===== src/rtl/plom_pkg.sv =====
package plom_pkg;

  localparam int unsigned QUEUE_DEPTH = 16;
  localparam int unsigned STOP_DEPTH  = 8;

  localparam int unsigned PTR_W = $clog2(QUEUE_DEPTH);
  localparam int unsigned CNT_W = $clog2(QUEUE_DEPTH + 1);
  localparam int unsigned SI_W  = (STOP_DEPTH > 1) ? $clog2(STOP_DEPTH) : 1;
  localparam int unsigned SC_W  = $clog2(STOP_DEPTH + 1);

  localparam logic [1:0] FLAG_FOK = 2'd1;
  localparam logic [1:0] FLAG_AON = 2'd2;

  localparam logic [2:0] OP_ADD    = 3'd0;
  localparam logic [2:0] OP_FIND   = 3'd1;
  localparam logic [2:0] OP_MODIFY = 3'd2;
  localparam logic [2:0] OP_REMOVE = 3'd3;
  localparam logic [2:0] OP_CROSS  = 3'd4;
  localparam logic [2:0] OP_VOLUME = 3'd5;

  typedef enum logic [3:0] {
    EV_OPEN     = 4'd0,
    EV_CHANGE   = 4'd1,
    EV_CANCEL   = 4'd2,
    EV_FILL     = 4'd3,
    EV_TRADE    = 4'd4,
    EV_STOP     = 4'd5,
    EV_FOUND    = 4'd6,
    EV_NOTFOUND = 4'd7,
    EV_REMAIN   = 4'd8,
    EV_DONE     = 4'd9,
    EV_MISSING  = 4'd10,
    EV_CORRUPT  = 4'd11,
    EV_IGNORED  = 4'd12,
    EV_VOLUME   = 4'd13
  } ev_e;

  typedef enum logic [1:0] {ID_ITEM, ID_MAKER, ID_STOP, ID_ZERO} id_sel_e;
  typedef enum logic [2:0] {AMT_ZERO, AMT_NEED, AMT_REM, AMT_TF, AMT_SUM} amt_sel_e;
  typedef enum logic {TFN_ZERO, TFN_TF} tfn_sel_e;
  typedef enum logic [1:0] {RD_NONE, RD_IDX, RD_NEXT, RD_FRONT} rd_sel_e;
  typedef enum logic [2:0] {WR_NONE, WR_ITEM, WR_APPEND, WR_SHIFT, WR_PARTIAL} wr_sel_e;

  typedef struct packed {
    logic [2:0]  operation;
    logic [31:0] order_id;
    logic [31:0] order_price;
    logic [31:0] order_volume;
    logic [31:0] order_filled;
    logic [1:0]  order_flag;
    logic        is_stop;
    logic [31:0] stop_target_id;
  } item_t;

  typedef struct packed {
    logic [3:0]  event_res;
    logic [31:0] event_order_id;
    logic [31:0] amount;
    logic [31:0] taker_filled_now;
    logic        last;
  } result_t;

  typedef struct packed {
    ev_e      ev;
    id_sel_e  id_sel;
    amt_sel_e amt_sel;
    tfn_sel_e tfn_sel;
    logic     last;
  } emit_t;

  typedef struct packed {
    logic    latch;
    logic    clr;
    logic    idx_inc;
    logic    k_inc;
    rd_sel_e rd;
    wr_sel_e wr;
    logic    pop;
    logic    cnt_dec;
    logic    st_rd;
    logic    st_wr;
    logic    tf_set;
    logic    tf_add;
    logic    eval;
    logic    sum_acc;
    logic    out_load;
    emit_t   emit;
  } cmd_t;

  typedef struct packed {
    logic [2:0] op;
    logic       is_stop;
    logic       price_ok;
    logic       tf_eq;
    logic       tf_gt;
    logic       idx_eq_cnt;
    logic       next_ge_cnt;
    logic       cnt_zero;
    logic       q_full;
    logic       s_full;
    logic       k_eq_sc;
    logic       key_match;
    logic       rem_gt;
    logic       rem_lt;
    logic       maker_kill;
    logic       taker_aon;
    logic       out_free;
  } sts_t;

endpackage


===== src/rtl/plom_order_if.sv =====
interface plom_order_if;
  logic        valid;
  logic        ready;
  logic [2:0]  operation;
  logic [31:0] order_id;
  logic [31:0] order_price;
  logic [31:0] order_volume;
  logic [31:0] order_filled;
  logic [1:0]  order_flag;
  logic        is_stop;
  logic [31:0] stop_target_id;

  modport source (output valid, operation, order_id, order_price, order_volume,
                  order_filled, order_flag, is_stop, stop_target_id, input ready);
  modport sink (input valid, operation, order_id, order_price, order_volume,
                order_filled, order_flag, is_stop, stop_target_id, output ready);
endinterface


===== src/rtl/plom_event_if.sv =====
interface plom_event_if;
  logic        valid;
  logic        ready;
  logic [3:0]  event_res;
  logic [31:0] event_order_id;
  logic [31:0] amount;
  logic [31:0] taker_filled_now;
  logic        last;

  modport source (output valid, event_res, event_order_id, amount, taker_filled_now,
                  last, input ready);
  modport sink (input valid, event_res, event_order_id, amount, taker_filled_now,
                last, output ready);
endinterface


===== src/rtl/plom_datapath.sv =====
module plom_datapath
  import plom_pkg::*;
(
  input  logic        clk_i,
  input  logic        rst_ni,
  input  logic        cfg_we_i,
  input  logic [31:0] cfg_wdata_i,
  input  item_t       item_i,
  input  cmd_t        cmd_i,
  output sts_t        sts_o,
  output result_t     res_o,
  output logic        res_valid_o,
  input  logic        res_ready_i
);

  typedef struct packed {
    logic [31:0] id;
    logic [31:0] vol;
    logic [31:0] fil;
    logic [1:0]  flag;
  } entry_t;

  entry_t      q_mem [QUEUE_DEPTH];
  logic [31:0] s_mem [STOP_DEPTH];

  item_t            item_q;
  logic [31:0]      key_q, tf_q, sum_q, rem_q, need_q, lp_q;
  logic [CNT_W-1:0] idx_q, cnt_q;
  logic [PTR_W-1:0] head_q;
  logic [SC_W-1:0]  k_q, sc_q;
  entry_t           q_rd_q;
  logic [31:0]      s_rd_q;
  result_t          out_q;
  logic             ov_q;

  // physical slot of a queue position, counted from the head
  function automatic logic [PTR_W-1:0] phys(logic [PTR_W-1:0] head, logic [CNT_W-1:0] pos);
    logic [PTR_W:0] s;
    s = {1'b0, head} + (PTR_W+1)'(pos);
    if (s >= (PTR_W+1)'(QUEUE_DEPTH)) s = s - (PTR_W+1)'(QUEUE_DEPTH);
    return s[PTR_W-1:0];
  endfunction

  function automatic logic [31:0] remaining(logic [31:0] vol, logic [31:0] fil);
    return (vol > fil) ? vol - fil : 32'd0;
  endfunction

  logic             stop_op;
  logic [PTR_W-1:0] rd_addr, wr_addr, head_inc;
  entry_t           wr_data;
  logic [32:0]      sum_ext;
  logic [31:0]      out_id, out_amt;

  assign stop_op  = item_i.is_stop && (item_i.operation == OP_ADD ||
                                       item_i.operation == OP_CROSS);
  assign head_inc = (head_q == PTR_W'(QUEUE_DEPTH - 1)) ? '0 : head_q + 1'b1;
  assign sum_ext  = {1'b0, sum_q} + {1'b0, remaining(q_rd_q.vol, q_rd_q.fil)};

  // queue address and data selection
  always_comb begin
    rd_addr = head_q;
    case (cmd_i.rd)
      RD_IDX:  rd_addr = phys(head_q, idx_q);
      RD_NEXT: rd_addr = phys(head_q, idx_q + 1'b1);
      default: rd_addr = head_q;
    endcase
    wr_addr = phys(head_q, idx_q);
    wr_data = q_rd_q;
    case (cmd_i.wr)
      WR_ITEM: wr_data = '{id: item_q.order_id, vol: item_q.order_volume,
                           fil: item_q.order_filled, flag: item_q.order_flag};
      WR_APPEND: begin
        wr_addr = phys(head_q, cnt_q);
        wr_data = '{id: item_q.order_id, vol: item_q.order_volume,
                    fil: item_q.order_filled, flag: item_q.order_flag};
      end
      WR_PARTIAL: begin
        wr_addr = head_q;
        wr_data = '{id: q_rd_q.id, vol: q_rd_q.vol, fil: q_rd_q.fil + need_q,
                    flag: q_rd_q.flag};
      end
      default: wr_data = q_rd_q;
    endcase
  end

  // memories
  always_ff @(posedge clk_i) begin
    if (cmd_i.wr != WR_NONE) q_mem[wr_addr] <= wr_data;
    if (cmd_i.rd != RD_NONE) q_rd_q <= q_mem[rd_addr];
    if (cmd_i.st_wr) s_mem[sc_q[SI_W-1:0]] <= item_q.stop_target_id;
    if (cmd_i.st_rd) s_rd_q <= s_mem[k_q[SI_W-1:0]];
  end

  // payload registers
  always_ff @(posedge clk_i) begin
    if (cmd_i.latch) begin
      item_q <= item_i;
      key_q  <= stop_op ? item_i.stop_target_id : item_i.order_id;
    end
    if (cmd_i.eval) begin
      rem_q  <= remaining(q_rd_q.vol, q_rd_q.fil);
      need_q <= item_q.order_volume - tf_q;
    end
  end

  // control state of the datapath
  always_ff @(posedge clk_i or negedge rst_ni) begin
    if (!rst_ni) begin
      lp_q   <= '0;
      tf_q   <= '0;
      sum_q  <= '0;
      idx_q  <= '0;
      k_q    <= '0;
      cnt_q  <= '0;
      head_q <= '0;
      sc_q   <= '0;
      ov_q   <= 1'b0;
    end else begin
      if (cfg_we_i) lp_q <= cfg_wdata_i;
      if (cmd_i.latch) tf_q <= item_i.order_filled;
      else if (cmd_i.tf_set) tf_q <= item_q.order_volume;
      else if (cmd_i.tf_add) tf_q <= tf_q + rem_q;
      if (cmd_i.clr) begin
        idx_q <= '0;
        k_q   <= '0;
        sum_q <= '0;
      end else begin
        if (cmd_i.idx_inc) idx_q <= idx_q + 1'b1;
        if (cmd_i.k_inc) k_q <= k_q + 1'b1;
        if (cmd_i.sum_acc) sum_q <= sum_ext[32] ? 32'hFFFF_FFFF : sum_ext[31:0];
      end
      if (cmd_i.wr == WR_APPEND) cnt_q <= cnt_q + 1'b1;
      else if (cmd_i.pop || cmd_i.cnt_dec) cnt_q <= cnt_q - 1'b1;
      if (cmd_i.pop) head_q <= head_inc;
      if (cmd_i.st_wr) sc_q <= sc_q + 1'b1;
      if (cmd_i.out_load) ov_q <= 1'b1;
      else if (res_ready_i) ov_q <= 1'b0;
    end
  end

  // result beat fields
  always_comb begin
    case (cmd_i.emit.id_sel)
      ID_ITEM:  out_id = item_q.order_id;
      ID_MAKER: out_id = q_rd_q.id;
      ID_STOP:  out_id = s_rd_q;
      default:  out_id = '0;
    endcase
    case (cmd_i.emit.amt_sel)
      AMT_NEED: out_amt = need_q;
      AMT_REM:  out_amt = rem_q;
      AMT_TF:   out_amt = tf_q;
      AMT_SUM:  out_amt = sum_q;
      default:  out_amt = '0;
    endcase
  end

  always_ff @(posedge clk_i) begin
    if (cmd_i.out_load) begin
      out_q.event_res        <= cmd_i.emit.ev;
      out_q.event_order_id   <= out_id;
      out_q.amount           <= out_amt;
      out_q.taker_filled_now <= (cmd_i.emit.tfn_sel == TFN_TF) ? tf_q : 32'd0;
      out_q.last             <= cmd_i.emit.last;
    end
  end

  assign res_o       = out_q;
  assign res_valid_o = ov_q;

  // status toward the controller
  always_comb begin
    sts_o.op          = item_q.operation;
    sts_o.is_stop     = item_q.is_stop;
    sts_o.price_ok    = (item_q.order_price == lp_q);
    sts_o.tf_eq       = (tf_q == item_q.order_volume);
    sts_o.tf_gt       = (tf_q > item_q.order_volume);
    sts_o.idx_eq_cnt  = (idx_q == cnt_q);
    sts_o.next_ge_cnt = ({1'b0, idx_q} + 1'b1 >= {1'b0, cnt_q});
    sts_o.cnt_zero    = (cnt_q == '0);
    sts_o.q_full      = (cnt_q == CNT_W'(QUEUE_DEPTH));
    sts_o.s_full      = (sc_q == SC_W'(STOP_DEPTH));
    sts_o.k_eq_sc     = (k_q == sc_q);
    sts_o.key_match   = (q_rd_q.id == key_q);
    sts_o.rem_gt      = (rem_q > need_q);
    sts_o.rem_lt      = (rem_q < need_q);
    sts_o.maker_kill  = (q_rd_q.flag == FLAG_FOK) || (q_rd_q.flag == FLAG_AON);
    sts_o.taker_aon   = (item_q.order_flag == FLAG_AON);
    sts_o.out_free    = !ov_q || res_ready_i;
  end

endmodule


===== src/rtl/plom_controller.sv =====
module plom_controller
  import plom_pkg::*;
(
  input  logic clk_i,
  input  logic rst_ni,
  input  logic in_valid_i,
  output logic in_ready_o,
  input  sts_t sts_i,
  output cmd_t cmd_o
);

  typedef enum logic [4:0] {
    S_IDLE, S_DISPATCH, S_LOC_RD, S_LOC_CMP, S_AFTER_LOC, S_ER_RD, S_ER_WR, S_ER_FIN,
    S_CR_RD, S_CR_EVAL, S_CR_DEC, S_CR_SECOND, S_CR_END, S_ST_RD, S_ST_EM,
    S_VOL_RD, S_VOL_ACC, S_EMIT
  } state_e;

  state_e state_q, state_d, ret_q, ret_d;
  emit_t  emit_q, emit_d, emit2_q, emit2_d;
  ev_e    fin_q, fin_d;
  logic   found_q, found_d;

  function automatic emit_t mk(ev_e ev, id_sel_e ids, amt_sel_e amt, tfn_sel_e tfn,
                               logic last);
    emit_t e;
    e.ev = ev;
    e.id_sel = ids;
    e.amt_sel = amt;
    e.tfn_sel = tfn;
    e.last = last;
    return e;
  endfunction

  logic stop_op;
  assign stop_op = sts_i.is_stop && (sts_i.op == OP_ADD || sts_i.op == OP_CROSS);

  // next state and commands
  always_comb begin
    state_d = state_q;
    ret_d   = ret_q;
    emit_d  = emit_q;
    emit2_d = emit2_q;
    fin_d   = fin_q;
    found_d = found_q;
    cmd_o   = '0;
    cmd_o.rd = RD_NONE;
    cmd_o.wr = WR_NONE;
    cmd_o.emit = emit_q;
    in_ready_o = 1'b0;
    case (state_q)
      S_IDLE: begin
        in_ready_o = 1'b1;
        if (in_valid_i) begin
          cmd_o.latch = 1'b1;
          state_d = S_DISPATCH;
        end
      end
      S_DISPATCH: begin
        cmd_o.clr = 1'b1;
        ret_d = S_IDLE;
        state_d = S_EMIT;
        if (stop_op || sts_i.op == OP_ADD) begin
          state_d = S_LOC_RD;
        end else begin
          case (sts_i.op)
            OP_FIND:
              if (sts_i.price_ok) state_d = S_LOC_RD;
              else emit_d = mk(EV_NOTFOUND, ID_ITEM, AMT_ZERO, TFN_ZERO, 1'b1);
            OP_MODIFY, OP_REMOVE:
              if (sts_i.price_ok) state_d = S_LOC_RD;
              else emit_d = mk(EV_MISSING, ID_ITEM, AMT_ZERO, TFN_ZERO, 1'b1);
            OP_CROSS:
              if (sts_i.tf_eq) begin
                fin_d = EV_DONE;
                state_d = S_ST_RD;
              end else if (sts_i.tf_gt) begin
                emit_d = mk(EV_CORRUPT, ID_ITEM, AMT_ZERO, TFN_TF, 1'b1);
              end else begin
                state_d = S_CR_RD;
              end
            OP_VOLUME: state_d = S_VOL_RD;
            default: emit_d = mk(EV_IGNORED, ID_ITEM, AMT_ZERO, TFN_ZERO, 1'b1);
          endcase
        end
      end
      // linear search for the key
      S_LOC_RD: begin
        if (sts_i.idx_eq_cnt) begin
          found_d = 1'b0;
          state_d = S_AFTER_LOC;
        end else begin
          cmd_o.rd = RD_IDX;
          state_d = S_LOC_CMP;
        end
      end
      S_LOC_CMP: begin
        if (sts_i.key_match) begin
          found_d = 1'b1;
          state_d = S_AFTER_LOC;
        end else begin
          cmd_o.idx_inc = 1'b1;
          state_d = S_LOC_RD;
        end
      end
      S_AFTER_LOC: begin
        ret_d = S_IDLE;
        state_d = S_EMIT;
        if (stop_op) begin
          if (found_q) emit_d = mk(EV_IGNORED, ID_ITEM, AMT_ZERO, TFN_ZERO, 1'b1);
          else if (sts_i.s_full) emit_d = mk(EV_CORRUPT, ID_ITEM, AMT_ZERO, TFN_ZERO, 1'b1);
          else begin
            cmd_o.st_wr = 1'b1;
            emit_d = mk(EV_DONE, ID_ITEM, AMT_ZERO, TFN_ZERO, 1'b1);
          end
        end else begin
          case (sts_i.op)
            OP_ADD:
              if (found_q) begin
                cmd_o.wr = WR_ITEM;
                emit_d = mk(EV_CHANGE, ID_ITEM, AMT_ZERO, TFN_ZERO, 1'b1);
              end else if (sts_i.q_full) begin
                emit_d = mk(EV_CORRUPT, ID_ITEM, AMT_ZERO, TFN_ZERO, 1'b1);
              end else begin
                cmd_o.wr = WR_APPEND;
                emit_d = mk(EV_OPEN, ID_ITEM, AMT_ZERO, TFN_ZERO, 1'b1);
              end
            OP_FIND:
              emit_d = mk(found_q ? EV_FOUND : EV_NOTFOUND, ID_ITEM, AMT_ZERO,
                          TFN_ZERO, 1'b1);
            default:
              if (!found_q) begin
                emit_d = mk(EV_MISSING, ID_ITEM, AMT_ZERO, TFN_ZERO, 1'b1);
              end else begin
                emit_d = mk((sts_i.op == OP_MODIFY) ? EV_CHANGE : EV_CANCEL, ID_ITEM,
                            AMT_ZERO, TFN_ZERO, 1'b1);
                state_d = S_ER_RD;
              end
          endcase
        end
      end
      // close the gap left by an erased entry
      S_ER_RD: begin
        if (sts_i.next_ge_cnt) state_d = S_ER_FIN;
        else begin
          cmd_o.rd = RD_NEXT;
          state_d = S_ER_WR;
        end
      end
      S_ER_WR: begin
        cmd_o.wr = WR_SHIFT;
        cmd_o.idx_inc = 1'b1;
        state_d = S_ER_RD;
      end
      S_ER_FIN: begin
        cmd_o.cnt_dec = 1'b1;
        state_d = S_EMIT;
      end
      // matching loop against the front maker
      S_CR_RD: begin
        if (sts_i.tf_eq || sts_i.cnt_zero) state_d = S_CR_END;
        else begin
          cmd_o.rd = RD_FRONT;
          state_d = S_CR_EVAL;
        end
      end
      S_CR_EVAL: begin
        cmd_o.eval = 1'b1;
        state_d = S_CR_DEC;
      end
      S_CR_DEC: begin
        state_d = S_EMIT;
        ret_d = S_CR_SECOND;
        if (sts_i.rem_gt) begin
          if (sts_i.maker_kill) begin
            cmd_o.pop = 1'b1;
            emit_d = mk(EV_CANCEL, ID_MAKER, AMT_ZERO, TFN_TF, 1'b0);
            ret_d = S_CR_RD;
          end else begin
            cmd_o.wr = WR_PARTIAL;
            cmd_o.tf_set = 1'b1;
            emit_d  = mk(EV_FILL, ID_ITEM, AMT_NEED, TFN_TF, 1'b0);
            emit2_d = mk(EV_CHANGE, ID_MAKER, AMT_NEED, TFN_TF, 1'b0);
          end
        end else if (sts_i.rem_lt) begin
          cmd_o.tf_add = 1'b1;
          if (sts_i.taker_aon) begin
            fin_d = EV_DONE;
            state_d = S_ST_RD;
          end else begin
            cmd_o.pop = 1'b1;
            emit_d  = mk(EV_CHANGE, ID_ITEM, AMT_REM, TFN_TF, 1'b0);
            emit2_d = mk(EV_FILL, ID_MAKER, AMT_REM, TFN_TF, 1'b0);
          end
        end else begin
          cmd_o.tf_add = 1'b1;
          cmd_o.pop = 1'b1;
          emit_d  = mk(EV_FILL, ID_ITEM, AMT_NEED, TFN_TF, 1'b0);
          emit2_d = mk(EV_FILL, ID_MAKER, AMT_NEED, TFN_TF, 1'b0);
        end
      end
      S_CR_SECOND: begin
        emit_d = emit2_q;
        ret_d = S_CR_RD;
        state_d = S_EMIT;
      end
      S_CR_END: begin
        if (sts_i.tf_eq) begin
          fin_d = EV_DONE;
          emit_d = mk(EV_TRADE, ID_ITEM, AMT_TF, TFN_TF, 1'b0);
          ret_d = S_ST_RD;
          state_d = S_EMIT;
        end else begin
          fin_d = EV_REMAIN;
          state_d = S_ST_RD;
        end
      end
      // stop releases, then the closing beat
      S_ST_RD: begin
        state_d = S_EMIT;
        if (sts_i.k_eq_sc) begin
          emit_d = mk(fin_q, ID_ITEM, AMT_ZERO, TFN_TF, 1'b1);
          ret_d = S_IDLE;
        end else begin
          cmd_o.st_rd = 1'b1;
          state_d = S_ST_EM;
        end
      end
      S_ST_EM: begin
        cmd_o.k_inc = 1'b1;
        emit_d = mk(EV_STOP, ID_STOP, AMT_ZERO, TFN_TF, 1'b0);
        ret_d = S_ST_RD;
        state_d = S_EMIT;
      end
      // level volume
      S_VOL_RD: begin
        if (sts_i.idx_eq_cnt) begin
          emit_d = mk(EV_VOLUME, ID_ZERO, AMT_SUM, TFN_ZERO, 1'b1);
          ret_d = S_IDLE;
          state_d = S_EMIT;
        end else begin
          cmd_o.rd = RD_IDX;
          state_d = S_VOL_ACC;
        end
      end
      S_VOL_ACC: begin
        cmd_o.sum_acc = 1'b1;
        cmd_o.idx_inc = 1'b1;
        state_d = S_VOL_RD;
      end
      S_EMIT: begin
        if (sts_i.out_free) begin
          cmd_o.out_load = 1'b1;
          state_d = ret_q;
        end
      end
      default: state_d = S_IDLE;
    endcase
  end

  always_ff @(posedge clk_i or negedge rst_ni) begin
    if (!rst_ni) begin
      state_q <= S_IDLE;
      ret_q   <= S_IDLE;
      emit_q  <= '0;
      emit2_q <= '0;
      fin_q   <= EV_DONE;
      found_q <= 1'b0;
    end else begin
      state_q <= state_d;
      ret_q   <= ret_d;
      emit_q  <= emit_d;
      emit2_q <= emit2_d;
      fin_q   <= fin_d;
      found_q <= found_d;
    end
  end

endmodule


===== src/rtl/price_level_order_matcher.sv =====
// One price level with a time-ordered queue of resting orders and a list of
// stop targets. One order beat is taken at a time; it answers with one or more
// event beats, the final one marked last. Add, find, modify, remove and volume
// query walk the queue entries in turn (a linear search over the queue memory),
// modify/remove then shift the later entries forward over the erased one, a
// cross takes makers from the front, stops are released one by one, and each
// event beat waits while the output is stalled.
// level_price may be written only while no order beat is in progress.
module price_level_order_matcher
  import plom_pkg::*;
(
  input  logic        clk_i,
  input  logic        rst_ni,
  input  logic        cfg_we_i,
  input  logic [31:0] cfg_wdata_i,
  plom_order_if.sink  order_i,
  plom_event_if.source event_o
);

  item_t   item;
  result_t res;
  cmd_t    cmd;
  sts_t    sts;
  logic    res_valid;
  logic    in_ready;

  assign item.operation      = order_i.operation;
  assign item.order_id       = order_i.order_id;
  assign item.order_price    = order_i.order_price;
  assign item.order_volume   = order_i.order_volume;
  assign item.order_filled   = order_i.order_filled;
  assign item.order_flag     = order_i.order_flag;
  assign item.is_stop        = order_i.is_stop;
  assign item.stop_target_id = order_i.stop_target_id;
  assign order_i.ready       = in_ready;

  assign event_o.valid            = res_valid;
  assign event_o.event_res        = res.event_res;
  assign event_o.event_order_id   = res.event_order_id;
  assign event_o.amount           = res.amount;
  assign event_o.taker_filled_now = res.taker_filled_now;
  assign event_o.last             = res.last;

  plom_controller u_ctrl (
    .clk_i      (clk_i),
    .rst_ni     (rst_ni),
    .in_valid_i (order_i.valid),
    .in_ready_o (in_ready),
    .sts_i      (sts),
    .cmd_o      (cmd)
  );

  plom_datapath u_dp (
    .clk_i       (clk_i),
    .rst_ni      (rst_ni),
    .cfg_we_i    (cfg_we_i),
    .cfg_wdata_i (cfg_wdata_i),
    .item_i      (item),
    .cmd_i       (cmd),
    .sts_o       (sts),
    .res_o       (res),
    .res_valid_o (res_valid),
    .res_ready_i (event_o.ready)
  );

endmodule


===== src/flat_wrapper.sv =====
// flat-port wrapper written by rule: the top's interface ports become plain ports
module price_level_order_matcher_flat import plom_pkg::*;
  (clk_i, rst_ni, cfg_we_i, cfg_wdata_i, order_i_valid, order_i_operation, order_i_order_id, order_i_order_price, order_i_order_volume, order_i_order_filled, order_i_order_flag, order_i_is_stop, order_i_stop_target_id, order_i_ready, event_o_valid, event_o_event_res, event_o_event_order_id, event_o_amount, event_o_taker_filled_now, event_o_last, event_o_ready);
  plom_order_if order_i_i ();
  plom_event_if event_o_i ();
  input  logic clk_i;
  input  logic rst_ni;
  input  logic cfg_we_i;
  input  logic [31:0] cfg_wdata_i;
  input wire logic [$bits(order_i_i.valid)-1:0] order_i_valid;
  input wire logic [$bits(order_i_i.operation)-1:0] order_i_operation;
  input wire logic [$bits(order_i_i.order_id)-1:0] order_i_order_id;
  input wire logic [$bits(order_i_i.order_price)-1:0] order_i_order_price;
  input wire logic [$bits(order_i_i.order_volume)-1:0] order_i_order_volume;
  input wire logic [$bits(order_i_i.order_filled)-1:0] order_i_order_filled;
  input wire logic [$bits(order_i_i.order_flag)-1:0] order_i_order_flag;
  input wire logic [$bits(order_i_i.is_stop)-1:0] order_i_is_stop;
  input wire logic [$bits(order_i_i.stop_target_id)-1:0] order_i_stop_target_id;
  output wire logic [$bits(order_i_i.ready)-1:0] order_i_ready;
  output wire logic [$bits(event_o_i.valid)-1:0] event_o_valid;
  output wire logic [$bits(event_o_i.event_res)-1:0] event_o_event_res;
  output wire logic [$bits(event_o_i.event_order_id)-1:0] event_o_event_order_id;
  output wire logic [$bits(event_o_i.amount)-1:0] event_o_amount;
  output wire logic [$bits(event_o_i.taker_filled_now)-1:0] event_o_taker_filled_now;
  output wire logic [$bits(event_o_i.last)-1:0] event_o_last;
  input wire logic [$bits(event_o_i.ready)-1:0] event_o_ready;
  assign order_i_i.valid = order_i_valid;
  assign order_i_i.operation = order_i_operation;
  assign order_i_i.order_id = order_i_order_id;
  assign order_i_i.order_price = order_i_order_price;
  assign order_i_i.order_volume = order_i_order_volume;
  assign order_i_i.order_filled = order_i_order_filled;
  assign order_i_i.order_flag = order_i_order_flag;
  assign order_i_i.is_stop = order_i_is_stop;
  assign order_i_i.stop_target_id = order_i_stop_target_id;
  assign order_i_ready = order_i_i.ready;
  assign event_o_valid = event_o_i.valid;
  assign event_o_event_res = event_o_i.event_res;
  assign event_o_event_order_id = event_o_i.event_order_id;
  assign event_o_amount = event_o_i.amount;
  assign event_o_taker_filled_now = event_o_i.taker_filled_now;
  assign event_o_last = event_o_i.last;
  assign event_o_i.ready = event_o_ready;
  price_level_order_matcher u_core (.clk_i(clk_i), .rst_ni(rst_ni), .cfg_we_i(cfg_we_i), .cfg_wdata_i(cfg_wdata_i), .order_i(order_i_i), .event_o(event_o_i));
endmodule

===== config.mk =====
export PLATFORM = sky130hd
export DESIGN_NAME = price_level_order_matcher_flat
export DESIGN_NICKNAME = d
export VERILOG_FILES = /design/src/rtl/plom_pkg.sv /design/src/rtl/plom_order_if.sv /design/src/rtl/plom_event_if.sv /design/src/rtl/plom_datapath.sv /design/src/rtl/plom_controller.sv /design/src/rtl/price_level_order_matcher.sv /design/src/flat_wrapper.sv
export SDC_FILE = /design/constraint.sdc
export NUM_CORES = 2
export LEC_CHECK = 0
export BUFFER_PORTS_ARGS = -buffer_cell sky130_fd_sc_hd__buf_2
export CORE_MARGIN = 4
export CORE_UTILIZATION = 35
export DETAILED_ROUTE_END_ITERATION = 16
export HOLD_SLACK_MARGIN = 0.15
export MAX_ROUTING_LAYER = met4
export PLACE_DENSITY = 0.48
export SYNTH_ARGS = -nofsm -noshare
export SYNTH_HDL_FRONTEND = slang
export SYNTH_SLANG_ARGS = --single-unit

===== constraint.sdc =====
create_clock -name clk_i -period 15.2 [get_ports clk_i]
set_clock_uncertainty 0.2 [all_clocks]
set_input_delay 1.52 -clock clk_i [delete_from_list [all_inputs] [get_ports clk_i]]
set_output_delay 1.52 -clock clk_i [all_outputs]
set_load 0.02 [all_outputs]

; ---- Word-level counts from Yosys, hierarchy flattened
; Memory sizes are Yosys's and may differ from the RTL's. A register that Yosys moved wholly into a read port is not among the register bits.
; Index checks and enable logic that the tools add are counted.
[classes]
n_addsub = 18
n_mul = 0
n_div = 0
order_cmp = 8
n_eq_ne = 66
shift = 0
muxes = 132
bitwise = 0
n_reduce_logical = 41
[ops]
columns = cell, count
row1 = $mux W32, 8
row2 = $mux W11, 19
row3 = $pmux W98 S2, 1
row4 = $pmux W32 S4, 1
row5 = $mux W5, 21
row6 = $eq A32 B32 Y1, 3
row7 = $gt A32 B32 Y1, 3
row8 = $pmux W32 S3, 1
row9 = $pmux W11 S8, 1
row10 = $pmux W5 S16, 1
row11 = $add A32 B32 Y32, 2
row12 = $sub A32 B32 Y32, 2
row13 = $mux W4, 12
row14 = $pmux W11 S4, 1
row15 = $eq A5 B4 Y1 const B, 8
row16 = $mux W1, 38
row17 = $pmux W5 S7, 1
row18 = $add A32 B32 Y33, 1
row19 = $lt A32 B32 Y1, 1
row20 = $pmux W11 S2, 1
row21 = $eq A5 B3 Y1 const B, 4
row22 = $mux W2, 10
row23 = $ne A2 B2 Y1 const B, 8
row24 = $pmux W4 S2, 2
row25 = other kinds (49), 115
[word_totals]
regBits = 519
latch_bits = 0
mem_bits_rw = 1824
rom_bits = 0
inputBits = 203
out_inout_bits = 103
mem_count = 2
[memory_table]
columns = memory, words, width, rd, rd_clocked_by_memory_dff, write_ports, line_no
row1 = u_core.u_dp.q_mem, 16, 98, 1, 1, 1, plom_datapath.sv:23  ; entry_t q_mem [QUEUE_DEPTH];
row2 = u_core.u_dp.s_mem, 8, 32, 1, 1, 1, plom_datapath.sv:24  ; logic [31:0] s_mem [STOP_DEPTH];

; ---- Logic depth before layout (Yosys ltp)
[logic_depth]
ltp_word = 9
ltp_mapped = 27
ltp_nobuf = 24

; ---- Cells and area by module
; Synthesis repeated with hierarchy kept, for this count alone.
[hier_totals]
cells_unflattened = 6139
hier_area_um2 = 105277.2
[by_module_without_submodules]
columns = module, instances, cells_per_inst, area_per_inst_um2, seq_area_each_um2
row1 = plom_datapath, 1, 5848, 102967.5, 72554.6
row2 = plom_controller, 1, 291, 2309.7, 651.9

; ---- Least setup slack after synthesis
; OpenSTA, ideal clock, no wires.
[synth_path]
path_type = flip-flop to flip-flop
start = reg u_core.u_dp.rem_q[31]
end = mem u_core.u_dp.q_mem[13][0] (netlist name), enable pin
setup_time_ns = 0.675
arrival_time_ns = 9.326
path_slack_ns = 4.999
path_stages_with_launch = 11
n_path_buf = 1
path_cell_list = edfxtp_1 -> ha_1 -> and3_1 -> and4_1 -> a211o_1 -> o21a_1 -> o211ai_1 -> buf_2 -> a31oi_1 -> or3_1 -> nor3_1
[synth_between]
elab_chain_cells = 6
[synth_lines]
columns = element, line_no
row1 = start: declaration, plom_datapath.sv:27  ; logic [31:0] key_q, tf_q, sum_q, rem_q, need_q, lp_q;
row2 = start signal: assignment, plom_datapath.sv:101  ; rem_q <= remaining(q_rd_q.vol, q_rd_q.fil);
row3 = $gt A32 B32 Y1 (*), plom_datapath.sv:185  ; sts_o.rem_gt = (rem_q > need_q);
row4 = $mux W3 (*), plom_controller.sv:173  ; if (sts_i.rem_gt) begin
row5 = $pmux W3 S3 (*), plom_controller.sv:50  ; case (state_q)
row6 = $reduce_bool A3 Y1, plom_datapath.sv:88  ; if (cmd_i.wr != WR_NONE) q_mem[wr_addr] <= wr_data;
row7 = $mux W1, plom_datapath.sv:88
row8 = $mux W1 (implied by the code), plom_datapath.sv:88
row9 = end: declaration, plom_datapath.sv:23
; Every way passes the cells marked *; elsewhere a longest branch is shown, timed or not.

; ---- Worst setup path after layout
[layout_path]
start = reg u_core.u_dp.tf_q[26]
end = reg, netlist name u_core.u_dp.q_rd_q[77]
[layout_between]
elab_chain_cells = 6
[layout_lines]
columns = element, line_no
row1 = start: declaration, plom_datapath.sv:27
row2 = start signal: assignment, plom_datapath.sv:120  ; if (cmd_i.latch) tf_q <= item_i.order_filled;
row3 = start signal: assignment, plom_datapath.sv:121  ; else if (cmd_i.tf_set) tf_q <= item_q.order_volume;
row4 = start signal: assignment, plom_datapath.sv:122  ; else if (cmd_i.tf_add) tf_q <= tf_q + rem_q;
row5 = $eq A32 B32 Y1 (*), plom_datapath.sv:176  ; sts_o.tf_eq = (tf_q == item_q.order_volume);
row6 = $logic_or A1 B1 Y1 (*), plom_controller.sv:160  ; if (sts_i.tf_eq || sts_i.cnt_zero) state_d = S_CR_END;
row7 = $mux W2 (*), plom_controller.sv:160
row8 = $pmux W2 S3 (*), plom_controller.sv:50
row9 = $eq A2 B2 Y1 or $eq A2 B1 Y1 (tied branches), plom_datapath.sv:62  ; case (cmd_i.rd)
row10 = $pmux W4 S2, plom_datapath.sv:62
; Marks and branches as above.
; A chain may end at the register's enable or synchronous reset.

==> flow_summary.toml <==
[run_status]
status = "finished clean"

[drt]
drt-total-wl_um = 313100
drc = 0
drt_first_pass_iters = 8
wl_per_cell_um = 29.32
drt_iter0_drc = 6213
antenna_left = 0
num_vias = 58990
viasPerCell = 5.524

[setup_path]
worstPathCellList = "inv_1 > ha_1 > nand4_1 > or2_1 > nor2_2 > and3_1 > a21oi_1 > nand3_1 > and2_1 > ha_1 > nand2_1 > o21ai_4 > buf_4 > buf_4 > buf_12 > mux4_2 > nor2b_1 > a211oi_1 > a21oi_1"
worstSetupPathType = "reg -> reg"
cp-end-kind = "flop"
cp.required_ns = 15.54
cp-start-kind = "flop"
slowest_stage = "buf_4"
crit_fanout = 98
arrival_ns = 7.65
slowest_delay_ns = 0.86

[sta]
slew_headroom = 0.09398
tns_ns = 0
period_needed_ns = 7.313
drv_slew = 0
hold-worst-slack_ns = 0.2512
hold_viol = 0
worst_slew_pin_slew_ns = 1.359
fin_crit_sh = 0.4811
setup_viol = 0
rsz0062_at_grt = "no"
fmax_ghz = 0.1367

[synthesis]
ys.flop_type = "edfxtp_1"
synth_fp_nets = 6514
netlist_instances = 6087
seq_area_frac_synth = 0.6986
synth_top_area_cell = "edfxtp_1"
ys_seq_elements = 2462
syn_avg_cell_area_um2 = 17.22
syn_area_um2 = 104800
netlist.area_leader.share = 0.6639
yosysUniqueCellTypes = 98
synth-warning-count = 0
synth_edf_count = 2317
synthTopCellsByArea = "edfxtp_1, mux4_2, dfrtp_1, ha_1, mux2_2"
synthArstFlopShare = 0.05890

[layout]
final_cell_mix = "edfxtp_1, mux4_2, a21oi_1, buf_2, clkbuf_16"
nNetsFinal = 6934
finalInstanceArea_um2 = 120100
drive_gt1_frac = 0.2261
layout_commonest_cell = "edfxtp_1"
syn_to_final_growth_pct = 14.64
fin_cells = 10680

[clock_network]
h-tree-depth = 5
clock_sinks = 2462
cts_root_buf = "clkbuf_16"
clk_pin_slew_ns = 0.06
cts_resized = 0
clk_latency_ns = 0.86
clockBufferDepth = 4
postCtsHoldBufs = 0
cts_tree = "yes"
cts_made_buffers = 275
cts_setup_buffers = 0

[floorplan]
ioPinCount = 306
core_area_um2 = 297500
die_y_um = 555.2
rows = 200
die_width_um = 555.2
initial_core_util = 0.3522
dieArea_um2 = 308200

[pwr]
power_mw = 25.77
p_per_area_nw_per_um2 = 214.5
leakagePower_nw = 40.53
peakVddDrop_mv = 0.2837

[grt]
grt_pass1_vias = 58240
grt_overflow_total = 0
antenna_found_initial = 46
track_usage = 0.2044
grt_max_degree = 134
grt_pass1_wl_um = 441400

[placement]
routabilityCongestion = 0.9180
dp_cells = 10170
dpl.hpwl_um = 188300
dpl-instance-area_um2 = 111500
port_buffers = 305

[min_path]
hold_path_class = "reg -> reg"

[job]
cap_violations = 0
## area by class of cell
type,count,area [um2]
antenna,25,62.56
clock buffer,343,7408
clock inverter,142,1167
fill,26770,177400
inverter,177,676.9
multi-input combinational,3170,30060
sequential,2462,73210
tap,3939,4928
timing repair buffer,421,2616
## per-stage QoR
| stage | worst slack, ns | util |
|---|---|---|
| after floorplan | 4.999 | - |
| after global placement | 7.797 | 0.3747 |
| after detailed placement | 7.692 | 0.3747 |
| after CTS | 7.713 | 0.4036 |
| after global routing | 7.146 | 0.4037 |
| final | 7.887 | 0.4038 |
## cells in the mapped netlist (all sizes together), types with 58 or more instances
library cell,number
inv,177
ha,215
buf,80
xnor2,153
nor2b,129
xor2,65
dfrtp,144
a22oi,89
mux2,169
edfxtp,2317
o21ai,183
nand2,238
a31oi,58
a211oi,127
a21o,95
mux4,456
clkbuf,198
mux2i,141
nor2,198
a21oi,330
## power by group
group	switching, mW	internal [mW]	total [mW]	leakage (nW)
registers	0.686	8.90	9.58	22.7
clock network	2.69	3.72	6.41	4.19
logic	5.75	4.03	9.77	13.6
## kinds of logic (layout without fill, tap and decap cells)
kind of cell | count (synthesis) | count (layout) | synth area share
DFF | 2462 | 2462 | 0.6986
adders and majority gates | 224 | 224 | 0.02739
other | 0 | 25 | 0
buffers and inverters | 455 | 1083 | 0.01735
and+or+nand+nor | 873 | 873 | 0.04155
muxes | 766 | 766 | 0.1298
xor gates and xnor gates | 218 | 218 | 0.01822
AOI/OAI and AO/OA | 1089 | 1089 | 0.06712
## state kept, by name, indices dropped and copies added, names as in the netlist, 5 cells and up
name	cells
u_core.u_ctrl.cmd_o	11
u_core.u_ctrl.state_q	5
u_core.u_dp.cnt_q	5
u_core.u_dp.idx_q	5
u_core.u_dp.item_q	162
u_core.u_dp.key_q	32
u_core.u_dp.lp_q	32
u_core.u_dp.need_q	32
u_core.u_dp.q_mem	1568
u_core.u_dp.q_rd_q	98
u_core.u_dp.rem_q	32
u_core.u_dp.res_o	101
u_core.u_dp.s_mem	256
u_core.u_dp.s_rd_q	32
u_core.u_dp.sum_q	32
u_core.u_dp.tf_q	32
## path summary, 6_finish.rpt
kind	start	end	slack [ns]	cells after the start
setup / recovery	u_core.u_dp.tf_q[26]	u_core.u_dp.q_rd_q[77]	7.89	19
hold / removal	u_core.u_ctrl.cmd_o[10]	u_core.u_dp.res_o[100]	0.25	0
setup reg to reg	u_core.u_dp.tf_q[26]	u_core.u_dp.q_rd_q[77]	7.89	19
hold reg to reg	u_core.u_ctrl.cmd_o[10]	u_core.u_dp.res_o[100]	0.25	0
max in group asynchronous	rst_ni	u_core.u_dp.sum_q[21]	12.73	2
min in group asynchronous	rst_ni	u_core.u_dp.lp_q[26]	0.55	1
## layer usage
layer  GRT usage  up-vias  routed length (um)
li1            -    25230                   -
met1      0.3158    31160              152800
met2      0.2843     2176              132100
met3     0.03011      419               21490
met4     0.04405        0                6693
met5           -        -                   0
## critical path: cells and delay by family, from the launching register on
kind                     cells  cell delay (ns)
AND/OR/NAND/NOR              8             1.81
multiplexers                 1             0.59
adder cells (fa/ha/maj)      2             0.88
AO/OA/AOI/OAI                4             0.55
flip-flops                   1             0.40
buffers and inverters        4             2.40
Power figures use the tool's default switching activity.
